==> src/hw/rtl/modexp_pkg.sv <==
`timescale 1ns / 1ps

package modexp_pkg;

  // Operand and step-count width, and the width of the modulus.
  localparam int WORD_BITS = 32;
  localparam int MOD_BITS  = 31;
  localparam int CNT_BITS  = $clog2(WORD_BITS);

  typedef logic [WORD_BITS-1:0] word_t;
  typedef logic [MOD_BITS-1:0]  mod_t;
  typedef logic [CNT_BITS-1:0]  cnt_t;

  // Controller to datapath.
  typedef struct packed {
    logic load;        // capture operands and modulus
    logic div_step;    // one restoring-division step, base mod modulus
    logic mul_start;   // arm both products of one exponent bit
    logic mul_step;    // one shift-add-reduce step
    logic mul_commit;  // write products back, shift exponent
  } dp_cmd_t;

  // Datapath to controller.
  typedef struct packed {
    logic special;     // zero base, zero modulus or zero exponent
    logic exp_more;    // exponent bits left above the current one
  } dp_status_t;

endpackage

==> src/hw/rtl/modexp_ifs.sv <==
`timescale 1ns / 1ps

interface modexp_in_if;
  logic                  valid;
  logic                  ready;
  modexp_pkg::word_t     base;
  modexp_pkg::word_t     exponent;

  modport source (output valid, output base, output exponent, input ready);
  modport sink (input valid, input base, input exponent, output ready);
endinterface

interface modexp_out_if;
  logic                  valid;
  logic                  ready;
  modexp_pkg::mod_t      power;

  modport source (output valid, output power, input ready);
  modport sink (input valid, input power, output ready);
endinterface

interface modexp_cfg_if;
  logic                  valid;
  logic                  ready;
  modexp_pkg::mod_t      modulus;

  modport source (output valid, output modulus, input ready);
  modport sink (input valid, input modulus, output ready);
endinterface

==> src/hw/rtl/modexp_ctrl.sv <==
`timescale 1ns / 1ps

module modexp_ctrl (
  input  logic                   clk,
  input  logic                   rst,
  input  logic                   in_valid,
  output logic                   in_ready,
  input  logic                   out_busy,
  output logic                   out_load,
  output modexp_pkg::dp_cmd_t    cmd,
  input  modexp_pkg::dp_status_t status
);

  typedef enum logic [2:0] {
    S_IDLE,
    S_CHECK,
    S_DIV,
    S_START,
    S_MUL,
    S_COMMIT,
    S_FINISH
  } state_t;

  state_t           state;
  modexp_pkg::cnt_t cnt;
  logic             last_step;

  assign last_step = (cnt == modexp_pkg::cnt_t'(modexp_pkg::WORD_BITS - 1));

  always_ff @(posedge clk) begin
    if (rst) begin
      state <= S_IDLE;
      cnt   <= '0;
    end else begin
      unique case (state)
        S_IDLE: begin
          if (in_valid) begin
            state <= S_CHECK;
          end
        end
        S_CHECK: begin
          cnt   <= '0;
          state <= status.special ? S_FINISH : S_DIV;
        end
        S_DIV: begin
          cnt <= cnt + 1'b1;
          if (last_step) begin
            state <= S_START;
          end
        end
        S_START: begin
          cnt   <= '0;
          state <= S_MUL;
        end
        S_MUL: begin
          cnt <= cnt + 1'b1;
          if (last_step) begin
            state <= S_COMMIT;
          end
        end
        S_COMMIT: begin
          state <= status.exp_more ? S_START : S_FINISH;
        end
        S_FINISH: begin
          if (!out_busy) begin
            state <= S_IDLE;
          end
        end
        default: state <= S_IDLE;
      endcase
    end
  end

  always_comb begin
    in_ready       = (state == S_IDLE);
    cmd.load       = (state == S_IDLE) && in_valid;
    cmd.div_step   = (state == S_DIV);
    cmd.mul_start  = (state == S_START);
    cmd.mul_step   = (state == S_MUL);
    cmd.mul_commit = (state == S_COMMIT);
    out_load       = (state == S_FINISH) && !out_busy;
  end

endmodule

==> src/hw/rtl/modexp_dp.sv <==
`timescale 1ns / 1ps

module modexp_dp (
  input  logic                   clk,
  input  logic                   rst,
  input  modexp_pkg::dp_cmd_t    cmd,
  output modexp_pkg::dp_status_t status,
  input  modexp_pkg::word_t      base,
  input  modexp_pkg::word_t      exponent,
  input  modexp_pkg::mod_t       modulus,
  output modexp_pkg::mod_t       power
);

  // (a + b) mod m for a, b below m: one add, one compare and subtract.
  function automatic modexp_pkg::mod_t add_mod(modexp_pkg::mod_t a, modexp_pkg::mod_t b,
                                               modexp_pkg::mod_t m);
    logic [modexp_pkg::MOD_BITS:0] s;
    s = {1'b0, a} + {1'b0, b};
    if (s >= {1'b0, m}) begin
      s = s - {1'b0, m};
    end
    return s[modexp_pkg::MOD_BITS-1:0];
  endfunction

  modexp_pkg::word_t breg;    // base, shifted out msb first during division
  modexp_pkg::word_t ereg;    // exponent, lsb is the current bit
  modexp_pkg::mod_t  mreg;
  modexp_pkg::mod_t  p;       // remainder during division, then running power
  modexp_pkg::mod_t  r;       // running result
  modexp_pkg::mod_t  run;     // multiplicand, doubled each step
  modexp_pkg::mod_t  xr;      // multiplier bits for r * p
  modexp_pkg::mod_t  xp;      // multiplier bits for p * p
  modexp_pkg::mod_t  acc_r;
  modexp_pkg::mod_t  acc_p;

  logic [modexp_pkg::MOD_BITS:0] rem_sh;
  logic [modexp_pkg::MOD_BITS:0] rem_sub;

  assign rem_sh  = {p, breg[modexp_pkg::WORD_BITS-1]};
  assign rem_sub = rem_sh - {1'b0, mreg};

  always_ff @(posedge clk) begin
    if (cmd.load) begin
      breg <= base;
      ereg <= exponent;
      mreg <= modulus;
      p    <= '0;
      r    <= ((base == '0) || (modulus == '0)) ? '0 : modexp_pkg::mod_t'(1);
    end
    if (cmd.div_step) begin
      breg <= {breg[modexp_pkg::WORD_BITS-2:0], 1'b0};
      p    <= (rem_sh >= {1'b0, mreg}) ? rem_sub[modexp_pkg::MOD_BITS-1:0]
                                       : rem_sh[modexp_pkg::MOD_BITS-1:0];
    end
    if (cmd.mul_start) begin
      run   <= p;
      xr    <= r;
      xp    <= p;
      acc_r <= '0;
      acc_p <= '0;
    end
    // Both products share the same doubled multiplicand.
    if (cmd.mul_step) begin
      run <= add_mod(run, run, mreg);
      xr  <= xr >> 1;
      xp  <= xp >> 1;
      if (xr[0]) begin
        acc_r <= add_mod(acc_r, run, mreg);
      end
      if (xp[0]) begin
        acc_p <= add_mod(acc_p, run, mreg);
      end
    end
    if (cmd.mul_commit) begin
      if (ereg[0]) begin
        r <= acc_r;
      end
      p    <= acc_p;
      ereg <= ereg >> 1;
    end
  end

  assign status.special  = (breg == '0) || (mreg == '0) || (ereg == '0);
  assign status.exp_more = |ereg[modexp_pkg::WORD_BITS-1:1];
  assign power           = r;

  // Residues stay reduced below the modulus throughout the products.
  a_power_reduced: assert property (@(posedge clk) disable iff (rst)
    cmd.mul_start |-> (p < mreg))
    else $error("power not reduced at product start");

  a_run_reduced: assert property (@(posedge clk) disable iff (rst)
    cmd.mul_step |-> (run < mreg))
    else $error("multiplicand not reduced");

  a_acc_reduced: assert property (@(posedge clk) disable iff (rst)
    cmd.mul_commit |-> ((acc_p < mreg) && (acc_r < mreg)))
    else $error("product not reduced at commit");

endmodule

==> src/hw/rtl/modular_exponentiation_top.sv <==
`timescale 1ns / 1ps

// Modular exponentiation, power = base ** exponent mod modulus.
//
// Channels (valid/ready, a word moves when both are high at a clock edge):
//   cfg      : 31-bit modulus, always ready. Write only while the block is idle.
//   operands : base and exponent, 32 bits each. Ready only while idle.
//   result   : 31-bit power, held in an output register.
// Zero base or zero modulus gives 0; otherwise a zero exponent gives 1.
// Otherwise: base is reduced by a restoring divider, then the exponent is
// scanned lsb first; each bit is an arm step, 32 shared shift-add-reduce
// steps forming r*p and p*p together, and a write back. The scan stops
// after the highest set bit.
// One word is in flight at a time; the shift-add-reduce loop sets the rate.
// Once the result is in the output register a new operand word is taken while
// the result still waits. If the receiver stalls with a result pending the
// next result waits in the datapath and operands stay blocked.
// Reset (rst, synchronous) restores modulus to 2**31-1 and empties the block.

module modular_exponentiation_top (
  input  logic         clk,
  input  logic         rst,
  modexp_cfg_if.sink   cfg,
  modexp_in_if.sink    operands,
  modexp_out_if.source result
);

  modexp_pkg::mod_t       modulus;
  modexp_pkg::mod_t       power;
  modexp_pkg::mod_t       out_power;
  modexp_pkg::dp_cmd_t    cmd;
  modexp_pkg::dp_status_t status;
  logic                   out_valid;
  logic                   out_busy;
  logic                   out_load;

  // Modulus register.
  assign cfg.ready = 1'b1;

  always_ff @(posedge clk) begin
    if (rst) begin
      modulus <= '1;
    end else if (cfg.valid) begin
      modulus <= cfg.modulus;
    end
  end

  modexp_ctrl u_ctrl (
    .clk      (clk),
    .rst      (rst),
    .in_valid (operands.valid),
    .in_ready (operands.ready),
    .out_busy (out_busy),
    .out_load (out_load),
    .cmd      (cmd),
    .status   (status)
  );

  modexp_dp u_dp (
    .clk      (clk),
    .rst      (rst),
    .cmd      (cmd),
    .status   (status),
    .base     (operands.base),
    .exponent (operands.exponent),
    .modulus  (modulus),
    .power    (power)
  );

  // Output register: frees the datapath as soon as the result is copied.
  assign out_busy = out_valid && !result.ready;

  always_ff @(posedge clk) begin
    if (rst) begin
      out_valid <= 1'b0;
    end else if (out_load) begin
      out_valid <= 1'b1;
    end else if (result.ready) begin
      out_valid <= 1'b0;
    end
  end

  always_ff @(posedge clk) begin
    if (out_load) begin
      out_power <= power;
    end
  end

  assign result.valid = out_valid;
  assign result.power = out_power;

endmodule

==> src/flat_wrapper.sv <==
// flat-port wrapper written by rule: the top's interface ports become plain ports
module modular_exponentiation_top_flat 
  (clk, rst, cfg_valid, cfg_modulus, cfg_ready, operands_valid, operands_base, operands_exponent, operands_ready, result_valid, result_power, result_ready);
  modexp_cfg_if cfg_i ();
  modexp_in_if operands_i ();
  modexp_out_if result_i ();
  input  logic clk;
  input  logic rst;
  input wire logic [$bits(cfg_i.valid)-1:0] cfg_valid;
  input wire logic [$bits(cfg_i.modulus)-1:0] cfg_modulus;
  output wire logic [$bits(cfg_i.ready)-1:0] cfg_ready;
  input wire logic [$bits(operands_i.valid)-1:0] operands_valid;
  input wire logic [$bits(operands_i.base)-1:0] operands_base;
  input wire logic [$bits(operands_i.exponent)-1:0] operands_exponent;
  output wire logic [$bits(operands_i.ready)-1:0] operands_ready;
  output wire logic [$bits(result_i.valid)-1:0] result_valid;
  output wire logic [$bits(result_i.power)-1:0] result_power;
  input wire logic [$bits(result_i.ready)-1:0] result_ready;
  assign cfg_i.valid = cfg_valid;
  assign cfg_i.modulus = cfg_modulus;
  assign cfg_ready = cfg_i.ready;
  assign operands_i.valid = operands_valid;
  assign operands_i.base = operands_base;
  assign operands_i.exponent = operands_exponent;
  assign operands_ready = operands_i.ready;
  assign result_valid = result_i.valid;
  assign result_power = result_i.power;
  assign result_i.ready = result_ready;
  modular_exponentiation_top u_core (.clk(clk), .rst(rst), .cfg(cfg_i), .operands(operands_i), .result(result_i));
endmodule
==> config.mk <==
export PLATFORM = sky130hd
export DESIGN_NAME = modular_exponentiation_top_flat
export DESIGN_NICKNAME = d
export VERILOG_FILES = /design/src/hw/rtl/modexp_pkg.sv /design/src/hw/rtl/modexp_ifs.sv /design/src/hw/rtl/modexp_ctrl.sv /design/src/hw/rtl/modexp_dp.sv /design/src/hw/rtl/modular_exponentiation_top.sv /design/src/flat_wrapper.sv
export SDC_FILE = /design/constraint.sdc
export NUM_CORES = 1
export LEC_CHECK = 0
export BUFFER_PORTS_ARGS = -buffer_cell sky130_fd_sc_hd__buf_2
export CAP_MARGIN = 40
export CELL_PAD_IN_SITES_DETAIL_PLACEMENT = 1
export CELL_PAD_IN_SITES_GLOBAL_PLACEMENT = 1
export CORE_ASPECT_RATIO = 2
export CORE_MARGIN = 8
export CORE_UTILIZATION = 35
export CTS_BUF_LIST = sky130_fd_sc_hd__clkbuf_4
export CTS_CLUSTER_DIAMETER = 60
export DETAILED_ROUTE_END_ITERATION = 10
export GPL_ROUTABILITY_DRIVEN = 0
export PLACE_DENSITY = 0.72
export SLEW_MARGIN = 15
export SYNTH_ARGS = -nofsm -noshare
export SYNTH_HDL_FRONTEND = slang
export SYNTH_SLANG_ARGS = --single-unit
==> constraint.sdc <==
create_clock -name clk -period 4.2 [get_ports clk]
set_input_delay 0.42 -clock clk [delete_from_list [all_inputs] [get_ports clk]]
set_output_delay 0.42 -clock clk [all_outputs]
set_load 0.01 [all_outputs]
==> impl_metrics.py, run 1 <==
metrics = {
    "setup_path": {
        "library_cell_appearing_most_often_on_the_critical_path": "sky130_fd_sc_hd__buf_4",
        "max_stage_delay_ps": 420,
        "cp_num_buf_inv": 4,
        "worstPathCellList": "buf_6, ha_4, fa_2, a211oi_2, o21a_1, o31ai_4, a21boi_1, buf_4, o31ai_4, buf_4, nand2_1, nand2_1, xnor2_2, ha_4, and3_1, and4_1, buf_4, a21boi_0, a41oi_1, o211ai_1, xor2_1, mux2i_1, o21ai_1",
        "end_kind": "flop",
        "critical_path.max_fanout": 4,
        "critical_path.startpoint_type": "flop",
        "critical_path.top_delay_family": "compound AO/OA/AOI/OAI gates",
        "library_cell_contributing_the_largest_single_delay_on_the_critical_path": "sky130_fd_sc_hd__edfxtp_1",
        "worstSetupPathType": "reg -> reg",
        "timing.critical_path.arrival_ps": 5760,
        "worstPathRequired_ps": 4930,
        "worst-r2r-setup-slack_ps": -830,
    },
    "clocking": {
        "clkSinkCount": 383,
        "clk-insertion-delay-late_ps": 910,
        "clockBufferDepth": 3,
        "tritoncts": "yes",
        "cts_max_level": 3,
        "cts-root-buf": "sky130_fd_sc_hd__clkbuf_4",
        "clock_buffers_created_by_tritoncts": 97,
        "path_clk_slew_ps": 70,
    },
    "sta": {
        "setup_repair_after_global_routing_missed_its_margin": "yes",
        "setup_viol_count_final": 62,
        "final_slew_viol_count": 0,
        "finalClockSkew_ps": 52.94,
        "post-route-period-util_pct": 119.8,
        "setup-tns-final_ps": -36930,
        "final.hold.worst_slack_ps": 99.66,
        "timing.final.crit_period_ps": 5031,
        "report.final.hold_viol_count": 0,
        "worst_slew_margin_rel_pct": 31.24,
        "fmax_ghz": 0.1988,
        "worstMarginPinSlew_ps": 1022,
        "postLayoutSetupSlackWorst_ps": -830.7,
    },
    "global_routing": {
        "antenna_found_initial": 3,
        "grt.met2_usage_pct": 38.75,
        "grt_start_max_net_pins": 57,
        "grt_use_met1_pct": 24.46,
        "grt_pass1_vias": 26020,
        "grt_first_pass_wirelength_um": 138700,
        "gr-usage-met3_pct": 3.240,
        "globalRoute.busiestLayer": "met2",
        "gr-usage-all-layers_pct": 21.67,
        "grt.overflow.total": 0,
    },
    "power_and_ir_drop": {
        "pwr_density_cell_mw_per_mm2": 746.5,
        "ir_drop_mv": 0.4445,
        "leakagePower_nw": 15.04,
        "combPwrFrac_pct": 64.9,
        "clock_power_share_pct": 13.5,
        "switching_part_of_the_total_pct": 43.60,
        "share_seq_of_total_power_pct": 21.6,
        "intPower_w": 0.01411,
        "post_layout_power_w": 0.02502,
        "power_switching_w": 0.01091,
    },
    "yosys": {
        "yosys_warnings": 0,
        "area_leader_netlist": "sky130_fd_sc_hd__edfxtp_1",
        "synth_enable_flop_cells": 246,
        "commonest_register_cell_after_synthesis": "sky130_fd_sc_hd__edfxtp_1",
        "synth.cell_area_sq_mm": 0.02479,
        "syn_inst": 2726,
        "synth_fp_nets": 3020,
        "post_synth_num_cell_types": 77,
        "synth_seq_cells": 383,
        "share_of_async_settable_or_async_resettable_flops_after_synthesis_pct": 0,
        "synthDominantCellAreaShare_pct": 29.80,
        "syn_avg_cell_area_sq_um": 9.094,
        "synth_common_cells": "sky130_fd_sc_hd__nand2_1, sky130_fd_sc_hd__edfxtp_1, sky130_fd_sc_hd__o21ai_0, sky130_fd_sc_hd__a21oi_1, sky130_fd_sc_hd__ha_1",
        "seq_area_frac_synth_pct": 40.86,
        "synth.top_cells.by_area": "sky130_fd_sc_hd__edfxtp_1, sky130_fd_sc_hd__dfxtp_1, sky130_fd_sc_hd__ha_1",
        "leading_cell_type_by_number_of_instances_after_synthesis": "sky130_fd_sc_hd__nand2_1",
    },
    "cells_and_area": {
        "areaGrowthSynthToFinish_pct": 35.16,
        "finish.instance_area_sq_mm": 0.03351,
        "layout-drive-gt1-share_pct": 27.39,
        "ff_latch_area_sq_mm": 0.01013,
        "final.fill_count": 8120,
        "multi_input_area_sq_mm": 0.01496,
        "finalNetCount": 3731,
    },
    "die": {
        "floorplan.initialDensity_pct": 35.19,
        "num_rows": 138,
        "dieWidth_um": 204.2,
        "design.core.area_sq_mm": 0.07045,
        "die_area_sq_mm": 0.08012,
        "num_io_pins": 134,
        "floorplan.die.height_um": 392.4,
    },
    "outcome": {
        "status": "finished with violations",
        "failed_checks": "negative setup slack",
    },
    "drt": {
        "first_iter_violations": 1089,
        "via_per_inst": 5.487,
        "drt_total_wl_um": 93470,
        "post_drt_wl_per_cell_um": 21.06,
        "dr.pass1.iters": 5,
        "drcViolationCount": 0,
        "route.vias.total": 24350,
        "ant_nets": 0,
    },
    "place": {
        "dpl-instance-area_sq_mm": 0.02947,
        "place.port_buffers": 132,
        "pre_cts_ws_ps": -850.7,
        "detailedPlacementHpwl_um": 64600,
    },
    "worst_hold_path": {
        "min-delay-path-class": "in -> reg",
    },
    "job": {
        "cap_violations": 0,
    },
}
==> placed cells by master (no fill, tap or decap), types with 22 or more instances in the layout <==
cell	instances
sky130_fd_sc_hd__inv_1	89
sky130_fd_sc_hd__o21ai_0	138
sky130_fd_sc_hd__o21a_1	30
sky130_fd_sc_hd__and3_1	28
sky130_fd_sc_hd__nor2_1	113
sky130_fd_sc_hd__clkbuf_4	143
sky130_fd_sc_hd__o21ai_1	63
sky130_fd_sc_hd__dlygate4sd3_1	103
sky130_fd_sc_hd__a21oi_2	23
sky130_fd_sc_hd__xnor2_1	89
sky130_fd_sc_hd__o21bai_1	25
sky130_fd_sc_hd__xor2_1	58
sky130_fd_sc_hd__clkinv_1	24
sky130_fd_sc_hd__nand4_1	29
sky130_fd_sc_hd__nand3_1	81
sky130_fd_sc_hd__dfxtp_1	137
sky130_fd_sc_hd__a21oi_1	180
sky130_fd_sc_hd__a211o_1	35
sky130_fd_sc_hd__buf_2	132
sky130_fd_sc_hd__edfxtp_1	246
sky130_fd_sc_hd__nand2_1	433
sky130_fd_sc_hd__o21ai_2	24
sky130_fd_sc_hd__a22o_1	62
sky130_fd_sc_hd__a21o_1	102
sky130_fd_sc_hd__nor4_1	39
sky130_fd_sc_hd__nor2b_1	49
sky130_fd_sc_hd__buf_4	458
sky130_fd_sc_hd__mux2i_1	45
sky130_fd_sc_hd__ha_1	176
sky130_fd_sc_hd__nor3_1	22
==> power groups by stage <==
stage / clock, W / combinational, W / sequential, W
2_1_floorplan: 0 / 0.00777 / 0.00519
3_3_place_gp: 0 / 0.0122 / 0.00542
3_5_place_dp: 0 / 0.0127 / 0.00544
4_1_cts: 0.00345 / 0.0145 / 0.00538
5_1_grt: 0.00364 / 0.0173 / 0.00545
6_report: 0.00337 / 0.0162 / 0.00541
==> path summary, 6_finish.rpt <==
path,to,from,cells after the start
setup reg to reg,u_core.u_dp.acc_r[30],u_core.u_dp.run[0],23
hold / removal,u_core.u_dp.breg[0],operands_valid,4
hold reg to reg,u_core.u_dp.mreg[8],u_core.modulus[8],0
setup / recovery,u_core.u_dp.acc_r[30],u_core.u_dp.run[0],23
==> final cells by class <==
class | count | area share [%]
multi-input combinational | 2136 | 44.65
sequential | 383 | 30.23
timing repair buffer | 725 | 16.81
tap | 910 | 3.398
clock buffer | 143 | 3.204
inverter | 94 | 1.090
clock inverter | 39 | 0.5601
antenna | 8 | 0.05974
==> worst reg2reg max path, stage by stage (launching register included) <==
cell,delay (ps)
sky130_fd_sc_hd__edfxtp_1,420
sky130_fd_sc_hd__buf_6,150
sky130_fd_sc_hd__ha_4,160
sky130_fd_sc_hd__fa_2,380
sky130_fd_sc_hd__a211oi_2,240
sky130_fd_sc_hd__o21a_1,220
sky130_fd_sc_hd__o31ai_4,100
sky130_fd_sc_hd__a21boi_1,140
sky130_fd_sc_hd__buf_4,180
sky130_fd_sc_hd__o31ai_4,80
sky130_fd_sc_hd__buf_4,180
sky130_fd_sc_hd__nand2_1,70
sky130_fd_sc_hd__nand2_1,80
sky130_fd_sc_hd__xnor2_2,320
sky130_fd_sc_hd__ha_4,280
sky130_fd_sc_hd__and3_1,230
sky130_fd_sc_hd__and4_1,270
sky130_fd_sc_hd__buf_4,160
sky130_fd_sc_hd__a21boi_0,150
sky130_fd_sc_hd__a41oi_1,360
sky130_fd_sc_hd__o211ai_1,190
sky130_fd_sc_hd__xor2_1,180
sky130_fd_sc_hd__mux2i_1,240
sky130_fd_sc_hd__o21ai_1,110
==> routing by layer <==
layer,share of wire [%],routed length (um)
met1,40,37240
met2,51,47500
met3,4.1,3850
met4,5.2,4872
met5,0,0
==> flip-flops by register name (all words and copies together), names as in the netlist <==
name / cells
u_core.u_dp.xp: 31
u_core.modulus: 31
u_core.u_ctrl.state: 3
u_core.u_dp.p: 31
u_core.u_dp.ereg: 32
u_core.u_dp.power: 31
u_core.u_dp.acc_p: 31
u_core.result.power: 31
u_core.u_dp.acc_r: 31
u_core.result.valid: 1
u_core.u_dp.breg: 32
u_core.u_dp.xr: 31
u_core.u_ctrl.cnt: 5
u_core.u_dp.mreg: 31
u_core.u_dp.run: 31
==> metrics by stage <==
step                utilization [%]  instances
detailed placement            41.83       4065
global route                  47.56       4436
floorplan                         -       2726
global placement              41.75       4062
finish                        47.57       4438
CTS                           46.60       4400
==> cell families (layout without fill, tap and decap cells) <==
group	count (synthesis)	in the layout	share of synthesized area (%)
XOR/XNOR	159	159	5.617
adder cells (fa/ha/maj)	194	194	9.973
other	1	9	0.01513
multiplexers	48	48	1.943
flip-flops	383	383	40.86
AO/OA/AOI/OAI	852	852	22.36
buffers and inverters	207	1001	3.220
AND/OR/NAND/NOR	882	882	16.01
==> repair_timing <==
action                                  4_1_cts  5_1_grt
hold buffers                                102        1
resized for setup                           179       83
hold endpoints to repair                     98       19
buffers inserted                             52       28
gates cloned                                  2        0
endpoints found under the setup margin       62       63
pin swaps                                    77       58
(Power assumes the default switching activity.)
==> run 2: changes to the inputs <==
--- a/config.mk
+++ b/config.mk
@@ -10,7 +10,7 @@
 export CELL_PAD_IN_SITES_DETAIL_PLACEMENT = 1
 export CELL_PAD_IN_SITES_GLOBAL_PLACEMENT = 1
 export CORE_ASPECT_RATIO = 2
-export CORE_MARGIN = 8
+export CORE_MARGIN = 4
 export CORE_UTILIZATION = 35
 export CTS_BUF_LIST = sky130_fd_sc_hd__clkbuf_4
 export CTS_CLUSTER_DIAMETER = 60
==> run 2 against run 1 <==
  * The flow still finishes with violations (negative setup slack)
  * Worst hold slack gained 10 ps
  * Critical endpoint is now u_core.u_dp.acc_p[29]
  * Critical path type unchanged
  * Critical path depth increased by 1
  * Sequential share of layout area is 0.81 points higher
  * Largest power group unchanged
==> impl_metrics.py, run 2 (synthesis results as in run 1) <==
metrics = {
    "cells_and_area": {
        "areaGrowthSynthToFinish_pct": 31.64,
        "finish.utilization_pct": 46.66,
        "layout_top_registers": "u_core.u_dp.breg (32), u_core.u_dp.ereg (32)",
        "final_cell_mix": "sky130_fd_sc_hd__nand2_1, sky130_fd_sc_hd__buf_4, sky130_fd_sc_hd__edfxtp_1",
        "finalNetCount": 3700,
        "layout_commonest_cell": "sky130_fd_sc_hd__nand2_1",
        "final.fill_count": 8240,
        "layout-drive-gt1-share_pct": 24.76,
    },
    "sta": {
        "report.final.hold_viol_count": 0,
        "final.hold.worst_slack_ps": 109.7,
        "worstMarginPinSlew_ps": 882.6,
        "setup_viol_count_final": 62,
        "fmax_ghz": 0.2030,
        "finalClockSkew_ps": 36.77,
        "postLayoutSetupSlackWorst_ps": -725.5,
        "timing.final.crit_period_ps": 4926,
        "post-route-period-util_pct": 117.3,
        "setup-tns-final_ps": -38160,
        "final_slew_viol_count": 0,
        "worst_slew_margin_rel_pct": 41.16,
        "setup_repair_after_global_routing_missed_its_margin": "yes",
    },
    "die": {
        "floorplan.die.height_um": 384.4,
        "die_area_sq_mm": 0.07541,
        "floorplan.initialDensity_pct": 35.45,
        "design.core.area_sq_mm": 0.06994,
        "num_rows": 137,
        "num_io_pins": 134,
        "dieWidth_um": 196.2,
    },
    "place": {
        "place.port_buffers": 132,
        "pre_cts_ws_ps": -1157,
        "detailedPlacementHpwl_um": 70640,
    },
    "setup_path": {
        "library_cell_contributing_the_largest_single_delay_on_the_critical_path": "sky130_fd_sc_hd__edfxtp_1",
        "end_kind": "flop",
        "timing.critical_path.arrival_ps": 5730,
        "cp_num_buf_inv": 5,
        "critical_path.max_fanout": 7,
        "worstPathRequired_ps": 5000,
        "library_cell_appearing_most_often_on_the_critical_path": "sky130_fd_sc_hd__buf_4",
        "worstPathCellList": "buf_4, ha_1, o21a_1, o211ai_1, o211a_1, o21ai_0, buf_4, buf_4, a31oi_4, nor2b_1, o21a_1, nor2_1, xnor2_1, ha_1, nand2_1, nor2_4, a21oi_1, o21ai_1, a221oi_2, nand3_4, buf_12, nand3_2, inv_2, a221o_1",
        "critical_path.startpoint_type": "flop",
        "critical_path.top_delay_family": "compound AO/OA/AOI/OAI gates",
        "max_stage_delay_ps": 400,
        "worstSetupPathType": "reg -> reg",
    },
    "global_routing": {
        "grt_pass1_vias": 27410,
        "antenna_found_initial": 2,
        "grt_first_pass_wirelength_um": 145400,
        "grt.overflow.total": 0,
        "gr-usage-all-layers_pct": 24.31,
        "grt_start_max_net_pins": 65,
    },
    "drt": {
        "ant_nets": 0,
        "drt_total_wl_um": 95180,
        "via_per_inst": 5.565,
        "post_drt_wl_per_cell_um": 21.70,
        "route.vias.total": 24410,
        "first_iter_violations": 1070,
        "dr.pass1.iters": 5,
        "drcViolationCount": 0,
    },
    "power_and_ir_drop": {
        "leakagePower_nw": 14.71,
        "post_layout_power_w": 0.02359,
        "ir_drop_mv": 0.2893,
        "pwr_density_cell_mw_per_mm2": 722.9,
    },
    "worst_hold_path": {
        "min-delay-path-class": "in -> reg",
    },
    "clocking": {
        "cts_max_level": 3,
        "clock_buffers_created_by_tritoncts": 92,
        "clkSinkCount": 383,
        "clk-insertion-delay-late_ps": 920,
        "clockBufferDepth": 3,
        "path_clk_slew_ps": 80,
        "tritoncts": "yes",
        "cts-root-buf": "sky130_fd_sc_hd__clkbuf_4",
    },
    "outcome": {
        "status": "finished with violations",
        "failed_checks": "negative setup slack",
    },
    "job": {
        "cap_violations": 0,
    },
}
==> run 2: what timing repair did <==
action	4_1_cts	5_1_grt
setup buffers	23	4
setup endpoints to repair	62	63
hold buffers	103	0
cloned	1	5
hold endpoints to repair	98	0
pin swaps	39	11
gates resized for setup	85	41
==> run 2: power breakdown <==
group	leakage (nW)	switching, W	internal [W]
Clock	0.720	0.00170	0.00159
Combinational	10.5	0.00792	0.00700
Sequential	3.45	0.000574	0.00480
Total	14.7	0.0102	0.0134
==> run 2: final cells by class <==
class	instances	area, sq um	share of cell area (%)
Sequential cell	383	10130	31.04
Clock buffer	141	1059	3.244
Inverter	94	355.3	1.089
Timing Repair Buffer	699	5388	16.51
Tap cell	903	1130	3.462
Multi-Input combinational cell	2136	14430	44.21
Clock inverter	29	143.9	0.4409
Antenna cell	1	2.502	0.007668
==> run 2: metal layers <==
metal	GRT usage (%)	vias up	part of all wire, %
li1	-	11480	-
met1	21.98	11910	33
met2	47.95	698	56
met3	3.550	322	3.9
met4	17.53	2	8.0
met5	0	-	0.021
==> run 2: metrics by stage <==
| stage | std cells | area, sq um |
|---|---|---|
| floorplan | 2726 | 24900 |
| global placement | 4077 | 29590 |
| detailed placement | 4079 | 29620 |
| CTS | 4376 | 32370 |
| global route | 4386 | 32640 |
| finish | 4386 | 32640 |
==> run 2: worst register-to-register path, delay by kind of cell, from the launching register on <==
family	cells	cell delay, ps
buf+inv	5	730
fa+ha+maj	2	610
compound gates	10	2310
xor+xnor	1	210
simple gates	6	590
flops	1	400
==> run 2: final timing paths <==
kind | start | cells after the start | slack (ps) | to
setup / recovery | u_core.u_dp.run[5] | 24 | -730 | u_core.u_dp.acc_p[29]
hold / removal | rst | 2 | 110 | u_core.u_ctrl.state[1]
setup reg to reg | u_core.u_dp.run[5] | 24 | -730 | u_core.u_dp.acc_p[29]
hold reg to reg | u_core.u_dp.power[24] | 0 | 460 | u_core.result.power[24]
